==> src/rtl/core/dre_pkg.sv <==
// Shared types and constants for the decimal to Roman numeral encoder.
// Holds the numeral token table and the controller to datapath interface.
// No dependencies.
package dre_pkg;

    localparam int VALUE_W  = 16;
    localparam int LETTER_W = 7;
    localparam int REM_W    = 12;
    localparam int IDX_W    = 4;

    localparam logic [IDX_W-1:0] LAST_TOKEN = 4'd12;

    localparam logic [LETTER_W-1:0] CHAR_NONE = 7'h00;
    localparam logic [LETTER_W-1:0] CHAR_I    = 7'h49;
    localparam logic [LETTER_W-1:0] CHAR_V    = 7'h56;
    localparam logic [LETTER_W-1:0] CHAR_X    = 7'h58;
    localparam logic [LETTER_W-1:0] CHAR_L    = 7'h4C;
    localparam logic [LETTER_W-1:0] CHAR_C    = 7'h43;
    localparam logic [LETTER_W-1:0] CHAR_D    = 7'h44;
    localparam logic [LETTER_W-1:0] CHAR_M    = 7'h4D;

    typedef struct packed {
        logic [REM_W-1:0]    weight;
        logic [LETTER_W-1:0] first;
        logic [LETTER_W-1:0] second;
        logic                pair;
    } token_t;

    typedef struct packed {
        logic load;
        logic flag_error;
        logic step;
    } dre_cmd_t;

    typedef struct packed {
        logic in_range;
        logic final_letter;
    } dre_status_t;

    function automatic token_t token_lookup(input logic [IDX_W-1:0] idx);
        token_t t;
        unique case (idx)
            4'd0:    t = '{12'd1000, CHAR_M, CHAR_NONE, 1'b0};
            4'd1:    t = '{12'd900,  CHAR_C, CHAR_M,    1'b1};
            4'd2:    t = '{12'd500,  CHAR_D, CHAR_NONE, 1'b0};
            4'd3:    t = '{12'd400,  CHAR_C, CHAR_D,    1'b1};
            4'd4:    t = '{12'd100,  CHAR_C, CHAR_NONE, 1'b0};
            4'd5:    t = '{12'd90,   CHAR_X, CHAR_C,    1'b1};
            4'd6:    t = '{12'd50,   CHAR_L, CHAR_NONE, 1'b0};
            4'd7:    t = '{12'd40,   CHAR_X, CHAR_L,    1'b1};
            4'd8:    t = '{12'd10,   CHAR_X, CHAR_NONE, 1'b0};
            4'd9:    t = '{12'd9,    CHAR_I, CHAR_X,    1'b1};
            4'd10:   t = '{12'd5,    CHAR_V, CHAR_NONE, 1'b0};
            4'd11:   t = '{12'd4,    CHAR_I, CHAR_V,    1'b1};
            default: t = '{12'd1,    CHAR_I, CHAR_NONE, 1'b0};
        endcase
        return t;
    endfunction

endpackage

==> src/rtl/core/dre_datapath.sv <==
// Datapath of the Roman numeral encoder: remainder, token index and result registers.
// Depends on dre_pkg.
module dre_datapath #(
    parameter int LARGEST_VALUE = 3999
) (
    input  logic                              clk,
    input  logic                              rst_n,
    input  logic [dre_pkg::VALUE_W-1:0]       value,
    input  dre_pkg::dre_cmd_t                 cmd,
    output dre_pkg::dre_status_t              status,
    output logic [dre_pkg::LETTER_W-1:0]      letter,
    output logic                              last,
    output logic                              range_error,
    output logic                              result_valid
);
    import dre_pkg::*;

    logic [REM_W-1:0]    rem_reg, rem_next;
    logic [IDX_W-1:0]    idx_reg, idx_next;
    logic                second_reg, second_next;
    logic [LETTER_W-1:0] letter_reg, letter_next;
    logic                last_reg, last_next;
    logic                err_reg, err_next;
    logic                strobe_reg, strobe_next;

    token_t              tok;
    logic                hit;
    logic [REM_W-1:0]    diff;

    assign tok  = token_lookup(idx_reg);
    assign hit  = rem_reg >= tok.weight;
    assign diff = rem_reg - tok.weight;

    assign status.in_range     = (value != '0) && (value <= VALUE_W'(LARGEST_VALUE));
    assign status.final_letter = (second_reg || (hit && !tok.pair)) && (diff == '0);

    always_comb
    begin
        rem_next    = rem_reg;
        idx_next    = idx_reg;
        second_next = second_reg;
        letter_next = letter_reg;
        last_next   = last_reg;
        err_next    = err_reg;
        strobe_next = 1'b0;
        if (cmd.load)
        begin
            rem_next    = value[REM_W-1:0];
            idx_next    = '0;
            second_next = 1'b0;
        end
        else if (cmd.flag_error)
        begin
            letter_next = CHAR_NONE;
            last_next   = 1'b1;
            err_next    = 1'b1;
            strobe_next = 1'b1;
        end
        else if (cmd.step)
        begin
            err_next = 1'b0;
            if (second_reg)
            begin
                letter_next = tok.second;
                rem_next    = diff;
                second_next = 1'b0;
                last_next   = (diff == '0);
                strobe_next = 1'b1;
            end
            else if (hit)
            begin
                letter_next = tok.first;
                strobe_next = 1'b1;
                if (tok.pair)
                begin
                    second_next = 1'b1;
                    last_next   = 1'b0;
                end
                else
                begin
                    rem_next  = diff;
                    last_next = (diff == '0);
                end
            end
            else
            begin
                idx_next = IDX_W'(idx_reg + 1'b1);
            end
        end
    end

    always_ff @(posedge clk or negedge rst_n)
    begin
        if (!rst_n)
        begin
            rem_reg    <= '0;
            idx_reg    <= '0;
            second_reg <= 1'b0;
            strobe_reg <= 1'b0;
        end
        else
        begin
            rem_reg    <= rem_next;
            idx_reg    <= idx_next;
            second_reg <= second_next;
            strobe_reg <= strobe_next;
        end
    end

    always_ff @(posedge clk)
    begin
        letter_reg <= letter_next;
        last_reg   <= last_next;
        err_reg    <= err_next;
    end

    assign letter       = letter_reg;
    assign last         = last_reg;
    assign range_error  = err_reg;
    assign result_valid = strobe_reg;

    a_error_form: assert property (@(posedge clk) disable iff (!rst_n)
        (strobe_reg && err_reg) |-> (last_reg && letter_reg == CHAR_NONE))
        else $error("Error result must carry a null letter and be the last one.");

    a_pair_closes: assert property (@(posedge clk) disable iff (!rst_n)
        (second_reg && cmd.step) |=> (!second_reg && strobe_reg))
        else $error("Second letter of a pair was not emitted.");

    a_index_bound: assert property (@(posedge clk) disable iff (!rst_n)
        idx_reg <= LAST_TOKEN)
        else $error("Token index ran past the end of the table.");

endmodule

==> src/rtl/core/dre_controller.sv <==
// Controller of the Roman numeral encoder: accepts a command and sequences the datapath.
// Depends on dre_pkg.
module dre_controller (
    input  logic                 clk,
    input  logic                 rst_n,
    input  logic                 start,
    input  dre_pkg::dre_status_t status,
    output dre_pkg::dre_cmd_t    cmd,
    output logic                 busy
);
    import dre_pkg::*;

    localparam logic ST_IDLE = 1'b0;
    localparam logic ST_RUN  = 1'b1;

    logic state_reg, state_next;

    always_comb
    begin
        state_next     = state_reg;
        cmd.load       = 1'b0;
        cmd.flag_error = 1'b0;
        cmd.step       = 1'b0;
        unique case (state_reg)
            ST_IDLE:
            begin
                if (start)
                begin
                    if (status.in_range)
                    begin
                        cmd.load   = 1'b1;
                        state_next = ST_RUN;
                    end
                    else
                    begin
                        cmd.flag_error = 1'b1;
                    end
                end
            end
            ST_RUN:
            begin
                cmd.step = 1'b1;
                if (status.final_letter)
                begin
                    state_next = ST_IDLE;
                end
            end
            default:
            begin
                state_next = ST_IDLE;
            end
        endcase
    end

    always_ff @(posedge clk or negedge rst_n)
    begin
        if (!rst_n)
        begin
            state_reg <= ST_IDLE;
        end
        else
        begin
            state_reg <= state_next;
        end
    end

    assign busy = (state_reg == ST_RUN);

endmodule

==> src/rtl/core/decimal_to_roman_encoder_core.sv <==
// Top level of the decimal to Roman numeral encoder.
// Depends on dre_pkg, dre_controller and dre_datapath.
//
// A value is taken at a clock edge where start is high and busy is low. Its Roman
// numeral leaves one letter per result_valid pulse, reading order, last set on the
// final letter; each result is shown for one cycle only and is never held back. The
// datapath walks a thirteen-row token table (M, CM, D, CD, ... IV, I): each cycle it
// emits one letter or moves to the next row. A value of 0 or above LARGEST_VALUE
// gives one flagged result and leaves busy low, so the next transfer can follow in
// the next cycle.
module decimal_to_roman_encoder_core #(
    parameter int LARGEST_VALUE = 3999
) (
    input  logic                          clk,
    input  logic                          rst_n,
    input  logic                          start,
    output logic                          busy,
    input  logic [dre_pkg::VALUE_W-1:0]   value,
    output logic                          result_valid,
    output logic [dre_pkg::LETTER_W-1:0]  letter,
    output logic                          last,
    output logic                          range_error
);
    import dre_pkg::*;

    dre_cmd_t    cmd;
    dre_status_t status;

    dre_controller u_ctrl (
        .clk    (clk),
        .rst_n  (rst_n),
        .start  (start),
        .status (status),
        .cmd    (cmd),
        .busy   (busy)
    );

    dre_datapath #(
        .LARGEST_VALUE (LARGEST_VALUE)
    ) u_dp (
        .clk          (clk),
        .rst_n        (rst_n),
        .value        (value),
        .cmd          (cmd),
        .status       (status),
        .letter       (letter),
        .last         (last),
        .range_error  (range_error),
        .result_valid (result_valid)
    );

endmodule

==> config.mk <==
export PLATFORM = sky130hd
export DESIGN_NAME = decimal_to_roman_encoder_core
export DESIGN_NICKNAME = d
export VERILOG_FILES = /design/src/rtl/core/dre_pkg.sv /design/src/rtl/core/dre_datapath.sv /design/src/rtl/core/dre_controller.sv /design/src/rtl/core/decimal_to_roman_encoder_core.sv
export SDC_FILE = /design/constraint.sdc
export NUM_CORES = 1
export LEC_CHECK = 0
export ABC_CLOCK_PERIOD_IN_PS = 4600
export BUFFER_PORTS_ARGS = -buffer_cell sky130_fd_sc_hd__clkbuf_2
export CORE_MARGIN = 4
export CORE_UTILIZATION = 34
export CTS_CLUSTER_SIZE = 8
export DETAILED_ROUTE_END_ITERATION = 6
export PLACE_DENSITY_LB_ADDON = 0.3
export REMOVE_ABC_BUFFERS = 1
export SYNTH_ARGS = -nofsm -noshare
export SYNTH_HDL_FRONTEND = slang
export SYNTH_HIERARCHICAL = 1
export SYNTH_SLANG_ARGS = --single-unit
==> constraint.sdc <==
create_clock -name clk -period 4.6 [get_ports clk]
set_input_delay 0.46 -clock clk [delete_from_list [all_inputs] [get_ports clk]]
set_output_delay 0.46 -clock clk [all_outputs]
set_load 0.005 [all_outputs]
==> impl_metrics.toml, run 1 <==
[outcome]
status = "finished, final reports clean"

[clocking]
cts_tree = "done"
clk_pin_slew_ns = 0.11
ctsLongestPathBuffers = 2
numClockSinks = 27
htreeDepth = 1
cts_setup_buffers = 0
cts-root-buf = "clkbuf_8"
cts_buffers = 3
worstSkewPairLatency_ns = 0.28
post_cts_resized = 0
cts_hold_buf = 0

[yosys]
synth.most_common_cell = "nor2_1"
synth_flop_cell = "dfrtp_1"
synth_edf_count = 8
synth_area_leaders = "dfrtp_1 20%, edfxtp_1 9.9%, ha_1 8.8%"
synth_cells = 281
synth_seq_cells = 27
netlist.top_cell.by_area = "dfrtp_1"
yosys_warnings = 6
syn_area_sq_mm = 0.00242
syn-mean-instance-area_sq_um = 8.62
yosysUniqueCellTypes = 61
synth_seq_area_share_pct = 29.5
synth-async-reset-ratio_pct = 70.4
synth_commonest_cells = "34 x nor2_1, 19 x dfrtp_1, 18 x a21oi_1, 18 x nand2_1, 17 x ha_1"
yosysTopAreaCellShare_pct = 19.6

[routing]
drc_errors = 0
wl_per_cell_microns = 15.8
vias = 2095
drtIter0Drc = 159
wl_mm = 6.20
drtAntennaViolNets = 0
drt_pre_antenna_iters = 4
routed_via_density = 5.33

[timing]
min_period_over_period_pct = 83.6
tightest_slew_ns = 0.970
setup_viol = 0
clock_skew_ns = 0.00849
drv_slew = 0
hold_viol = 0
slew_headroom_pct = 35.1
max_clock_freq_ghz = 0.260
fin_crit_ns = 3.85
tns_ns = 0
rsz0062_at_grt = "false"

[setup_path]
setup.worst_path.end = "u_dp/last"
start_kind = "flip-flop"
cp_data_required_time_ns = 4.66
worstPathMaxFanout = 12
r2r_cells = 11
startpoint = "u_dp/idx_reg[0]"
end_kind = "flip-flop"
arrival_ns = 3.90
critical_path_class = "reg -> reg"
r2r_slack_ns = 0.75
timing.rr.end = "u_dp/last"
r2r_start = "u_dp/idx_reg[0]"

[floorplanning]
die_area_sq_mm = 0.00854
core_sq_mm = 0.00687
rows = 30
io_pins = 30
die_w_microns = 92.4
die_height_microns = 92.4
start_util_pct = 35.3

[place]
port_buffers = 28
hpwl_mm = 4.68
dp_cells = 389
routabilityCongestion = 0.944

[grt]
grt_pass1_wl_mm = 10.1
grt_pass1_vias = 1994
grt_max_degree = 26
gr-usage-met1_pct = 22.0
grt-ovfl-total = 0
antenna_found_initial = 0
grt_use_met3_pct = 2.36
grt_usage_pct = 14.7
busiest_layer = "met1"
gr-usage-met2_pct = 21.3

[final_layout]
syn_to_final_growth_pct = 9.19
largest_reg_flops = 12
fin_cells = 393
fin_nets = 335
antenna_cells = 0
drive_gt1_share_pct = 17.2

[worst_hold_path]
min_path_type = "in -> async"

[run]
cap_violations = 0
area by class of cell:
| type | count | area, sq um |
|---|---|---|
| sequential | 27 | 716 |
| inverter | 17 | 63.8 |
| fill | 698 | 4220 |
| timing repair buffer | 30 | 155 |
| clock buffer | 3 | 41.3 |
| clock inverter | 1 | 7.51 |
| tap | 96 | 120 |
| multi-input combinational | 219 | 1540 |
worst min-delay path by stage:
stage | startpoint | endpoint | slack [ns]
final | rst_n | u_dp/idx_reg[2] | 0.14
after global routing | rst_n | u_dp/result_valid | 0.18
after CTS | rst_n | u_dp/result_valid | 0.16
after detailed placement | rst_n | u_dp/idx_reg[2] | 0.48
after global placement | rst_n | u_dp/idx_reg[2] | 0.47
after floorplan | rst_n | u_ctrl/busy | 0.16
through the flow:
stage / hold slack (ns) / area (sq um) / worst slack (ns) / utilization [%]
detailed placement: 0.479 / 2600 / 0.882 / 37.8
global route: 0.179 / 2650 / 0.524 / 38.5
global placement: 0.472 / 2600 / 0.970 / 37.8
CTS: 0.159 / 2650 / 0.827 / 38.5
floorplan: 0.164 / 2320 / 1.26 / -
finish: 0.136 / 2650 / 0.754 / 38.5
routing by layer:
metal | vias up | routed length [microns]
met5 | - | 0
met1 | 973 | 3090
met3 | 10 | 336
met2 | 51 | 2660
li1 | 1061 | -
met4 | 0 | 120
cells in the final DEF (no fill, tap or decap), drive strengths merged, types with 8 or more instances in the layout:
cell type and count:
a21oi 19, clkbuf 31, dfrtp 19, edfxtp 8
ha 17, inv 17, mux2 8, mux2i 13
nand2 18, nor2 34, nor4 8, o21ai 15
kinds of logic after synthesis:
kind of cell	share of synthesized area [%]
AOI/OAI and AO/OA	22.2
buffers and inverters	6.82
DFF	29.5
xor gates and xnor gates	1.81
adders and majority gates	9.61
and+or+nand+nor	20.2
muxes	9.71
other	0.155
critical path, stage by stage, from the launching register on:
cell       delay (ns)
dfrtp_1          0.58
inv_1            0.17
ha_1             0.36
nor2b_1          0.16
a22o_1           0.30
fa_1             0.42
nand2b_1         0.18
a21oi_1          0.30
nor4_1           0.08
a311oi_1         0.37
o2111ai_1        0.20
o41ai_1          0.49
Power of run 1 is not shown: default switching activity piles up to over one toggle a cycle in this logic, so the estimate is an artifact.
==> run 2, diff against run 1 <==
Settings changed: ABC_CLOCK_PERIOD_IN_PS 4600 to 3800.
Clock period 4.6 ns to 3.8 ns, I/O delays scaled along.
==> impl_metrics.toml, run 2 (synthesized netlist as in run 1, its figures left out) <==
[outcome]
status = "finished, final reports clean"

[setup_path]
worstPathMaxFanout = 9
r2r_cells = 13
critical_path_class = "reg -> reg"
r2r_slack_ns = 0.29
start_kind = "flip-flop"
r2r_start = "u_dp/idx_reg[1]"
cp_data_required_time_ns = 3.98
timing.rr.end = "u_ctrl/busy"
end_kind = "flip-flop"
arrival_ns = 3.68

[clocking]
htreeDepth = 1
ctsLongestPathBuffers = 2
worstSkewPairLatency_ns = 0.27
cts-root-buf = "clkbuf_8"
post_cts_resized = 0
cts_buffers = 3
cts_hold_buf = 0
numClockSinks = 27
cts_tree = "done"
cts_setup_buffers = 0
clk_pin_slew_ns = 0.10

[timing]
clock_skew_ns = 0.00221
drv_slew = 0
fin_crit_ns = 3.51
slew_headroom_pct = 51.0
rsz0062_at_grt = "false"
max_clock_freq_ghz = 0.285
setup_viol = 0
hold_viol = 0
min_period_over_period_pct = 92.3
tightest_slew_ns = 0.732
tns_ns = 0

[final_layout]
utilization_pct = 39.4
largest_reg_flops = 12
regArea_sq_um = 717
antenna_cells = 0
fin_cells = 400
layout_common_cells = "34 x nor2_1, 28 x clkbuf_2, 18 x dfrtp_1, 18 x a21oi_1, 18 x nand2_1"
final_common_cell = "nor2_1"
num-fill-cells = 702
multiInputGateArea_sq_mm = 0.00155
drive_gt1_share_pct = 19.7
syn_to_final_growth_pct = 11.6
fin_nets = 342

[routing]
routed_via_density = 5.45
wl_per_cell_microns = 15.4
vias = 2179
drt_pre_antenna_iters = 5
drtIter0Drc = 293
drc_errors = 0
drtAntennaViolNets = 0
wl_mm = 6.16

[floorplanning]
die_w_microns = 92.4
core_sq_mm = 0.00687
rows = 30
die_area_sq_mm = 0.00854
io_pins = 30
start_util_pct = 35.3
die_height_microns = 92.4

[grt]
grt_max_degree = 24
antenna_found_initial = 0
grt_usage_pct = 14.2
grt_pass1_vias = 1932
grt-ovfl-total = 0
grt_pass1_wl_mm = 9.68

[place]
dp_cells = 396
hpwl_mm = 4.77
routabilityCongestion = 0.942
port_buffers = 28

[worst_hold_path]
min_path_type = "in -> async"

[run]
cap_violations = 0
-- run 2: changes by cell type in the layout (fill, tap and decap cells not counted) --
cell        before  now
dfrtp_1         19   18
dfrtp_2          0    1
clkinv_2         0    1
o41ai_1          2    1
clkinvlp_4       1    0
o41ai_2          0    1
buf_4            2    9
-- run 2: how the worst max path moves through the flow --
stage | slack, ns | cells past startpoint | start | end
6_report | 0.29 | 13 | u_dp/idx_reg[1] | u_ctrl/busy
5_1_grt | 0.05 | 13 | u_dp/idx_reg[1] | u_dp/last
4_1_cts | 0.20 | 13 | u_dp/idx_reg[1] | u_dp/last
3_5_place_dp | 0.25 | 13 | u_dp/idx_reg[1] | u_dp/last
3_3_place_gp | 0.30 | 11 | u_dp/idx_reg[1] | u_dp/last
2_1_floorplan | 0.46 | 11 | u_dp/idx_reg[0] | u_dp/rem_reg[5]
-- run 2: layout make-up --
class | instances | share of cell area, %
clock inverter | 1 | 0.185
multi-input combinational | 219 | 57.3
tap | 96 | 4.44
inverter | 17 | 2.36
clock buffer | 3 | 1.53
timing repair buffer | 37 | 7.68
sequential | 27 | 26.5
-- run 2: worst max-delay path, cell delays in order (launching register included) --
cell and delay [ns]:
dfrtp_2 0.48, inv_1 0.16, ha_1 0.29, nor2b_1 0.16
a22o_1 0.28, fa_1 0.42, nand2b_1 0.18, a21oi_1 0.26
nor4_1 0.08, a311oi_1 0.34, o2111ai_1 0.22, nor4_1 0.31
inv_1 0.07, a21o_1 0.15
-- run 2: layer usage --
layer  global-route usage [%]  share of wire [%]
met5                        0                  0
met4                     4.83                2.4
met3                     2.36                6.8
met2                     20.5                 42
met1                     21.2                 49
-- run 2: stage by stage --
stage                     instance area [sq um]  hold WS [ns]  worst slack (ns)
after floorplan                            2320        0.0844             0.457
after global placement                     2650         0.399             0.300
after detailed placement                   2650         0.403             0.249
after CTS                                  2700        0.0913             0.196
after global routing                       2700        0.0985            0.0526
final                                      2700        0.0687             0.294
Power of run 2 is left out for the same reason.
==> run 3, diff against run 2 <==
--- a/config.mk
+++ b/config.mk
@@ -9,3 +9,2 @@
 export BUFFER_PORTS_ARGS = -buffer_cell sky130_fd_sc_hd__clkbuf_2
-export CORE_MARGIN = 4
 export CORE_UTILIZATION = 34
==> constraint.sdc (replaced) <==
create_clock -name clk -period 3.8 [get_ports clk]
set_input_delay 0.57 -clock clk [delete_from_list [all_inputs] [get_ports clk]]
set_output_delay 0.57 -clock clk [all_outputs]
set_load 0.005 [all_outputs]
==> impl_metrics.toml, run 3 (synthesized netlist as in run 1, its figures left out) <==
[outcome]
status = "finished, final reports clean"

[grt]
grt_max_degree = 24
grt_pass1_wl_mm = 10.3
grt_pass1_vias = 1970
grt_usage_pct = 17.6
grt-ovfl-total = 0
antenna_found_initial = 0

[routing]
vias = 2109
drtAntennaViolNets = 0
drtIter0Drc = 221
wl_mm = 6.12
routed_via_density = 5.27
drt_pre_antenna_iters = 5
wl_per_cell_microns = 15.3
drc_errors = 0

[worst_hold_path]
min_path_type = "in -> async"

[clocking]
cts_buffers = 3
clk_pin_slew_ns = 0.11
cts_tree = "done"
numClockSinks = 27
cts_hold_buf = 0
htreeDepth = 1
ctsLongestPathBuffers = 2
cts-root-buf = "clkbuf_8"
worstSkewPairLatency_ns = 0.28
post_cts_resized = 0
cts_setup_buffers = 0

[final_layout]
largest_reg_flops = 12
drive_gt1_share_pct = 19.1
layout_common_cells = "34 x nor2_1, 28 x clkbuf_2, 19 x dfrtp_1"
antenna_cells = 0
regArea_sq_um = 716
num-fill-cells = 729
fin_nets = 342
final_common_cell = "nor2_1"
syn_to_final_growth_pct = 11.4
multiInputGateArea_sq_mm = 0.00154
finalInstanceArea_sq_mm = 0.00270

[setup_path]
critical_path_class = "reg -> reg"
arrival_ns = 3.57
worstPathMaxFanout = 6
start_kind = "flip-flop"
startpoint = "u_dp/idx_reg[1]"
end_kind = "flip-flop"
cp_data_required_time_ns = 3.98
r2r_start = "u_dp/idx_reg[1]"
r2r_slack_ns = 0.41

[floorplanning]
start_util_pct = 35.5
io_pins = 30
core_sq_mm = 0.00683
die_height_microns = 86.4
die_w_microns = 86.4
die_area_sq_mm = 0.00747
rows = 30

[timing]
drv_slew = 0
clock_skew_ns = 0.00631
fin_crit_ns = 3.39
tightest_slew_ns = 0.796
rsz0062_at_grt = "false"
slew_headroom_pct = 46.8
max_clock_freq_ghz = 0.295
setup_viol = 0
min_period_over_period_pct = 89.2
tns_ns = 0
hold_viol = 0

[place]
hpwl_mm = 4.79
dpl-instance-area_sq_mm = 0.00265
port_buffers = 28
routabilityCongestion = 0.985

[run]
cap_violations = 0
-- run 3: cell count changes in the layout (fill, tap and decap cells not counted), sizes merged --
| cell | change |
|---|---|
| clkinv | -1 |
| clkinvlp | +1 |
-- run 3: worst max-delay path, cell delays in order (launching register included) --
cell and delay, ns:
dfrtp_1 0.39, inv_1 0.15, ha_1 0.29, nor2b_1 0.16
a22o_1 0.28, fa_1 0.42, nand2b_1 0.18, a21oi_1 0.27
nor4_1 0.08, a311oi_1 0.30, o2111ai_1 0.21, nor4_1 0.33
inv_1 0.07, a21o_1 0.15
-- run 3: final cells by class --
cell class	count	area share (%)
Timing Repair Buffer	37	7.70
Clock buffer	3	1.53
Clock inverter	1	0.278
Tap cell	96	4.45
Sequential cell	27	26.5
Inverter	17	2.37
Multi-Input combinational cell	219	57.1
-- run 3: metrics by stage --
stage / instances / util [%] / hold slack [ns] / setup WS, ns
floorplan: 263 / - / 0.274 / 0.457
global placement: 396 / 38.8 / 0.500 / 0.507
detailed placement: 396 / 38.8 / 0.509 / 0.435
CTS: 400 / 39.5 / 0.276 / 0.408
global route: 400 / 39.5 / 0.298 / 0.0570
finish: 400 / 39.5 / 0.253 / 0.409
-- run 3: path summary, 6_finish.rpt --
check | end | cells past startpoint
setup / recovery | u_ctrl/busy | 13
hold / removal | u_dp/idx_reg[1] | 1
setup reg to reg | u_ctrl/busy | 13
hold reg to reg | u_dp/rem_reg[6] | 1
max in group asynchronous | u_dp/rem_reg[3] | 1
min in group clk | u_dp/rem_reg[6] | 1
-- run 3: layer usage --
layer | vias up | global-route usage [%] | share of wire (%)
met1 | 979 | 26.1 | 51
met2 | 50 | 27.0 | 44
met4 | 0 | 4.24 | 0.34
li1 | 1078 | - | -
met5 | - | 0 | 0
met3 | 2 | 2.38 | 5.1
Power of run 3 is left out for the same reason.
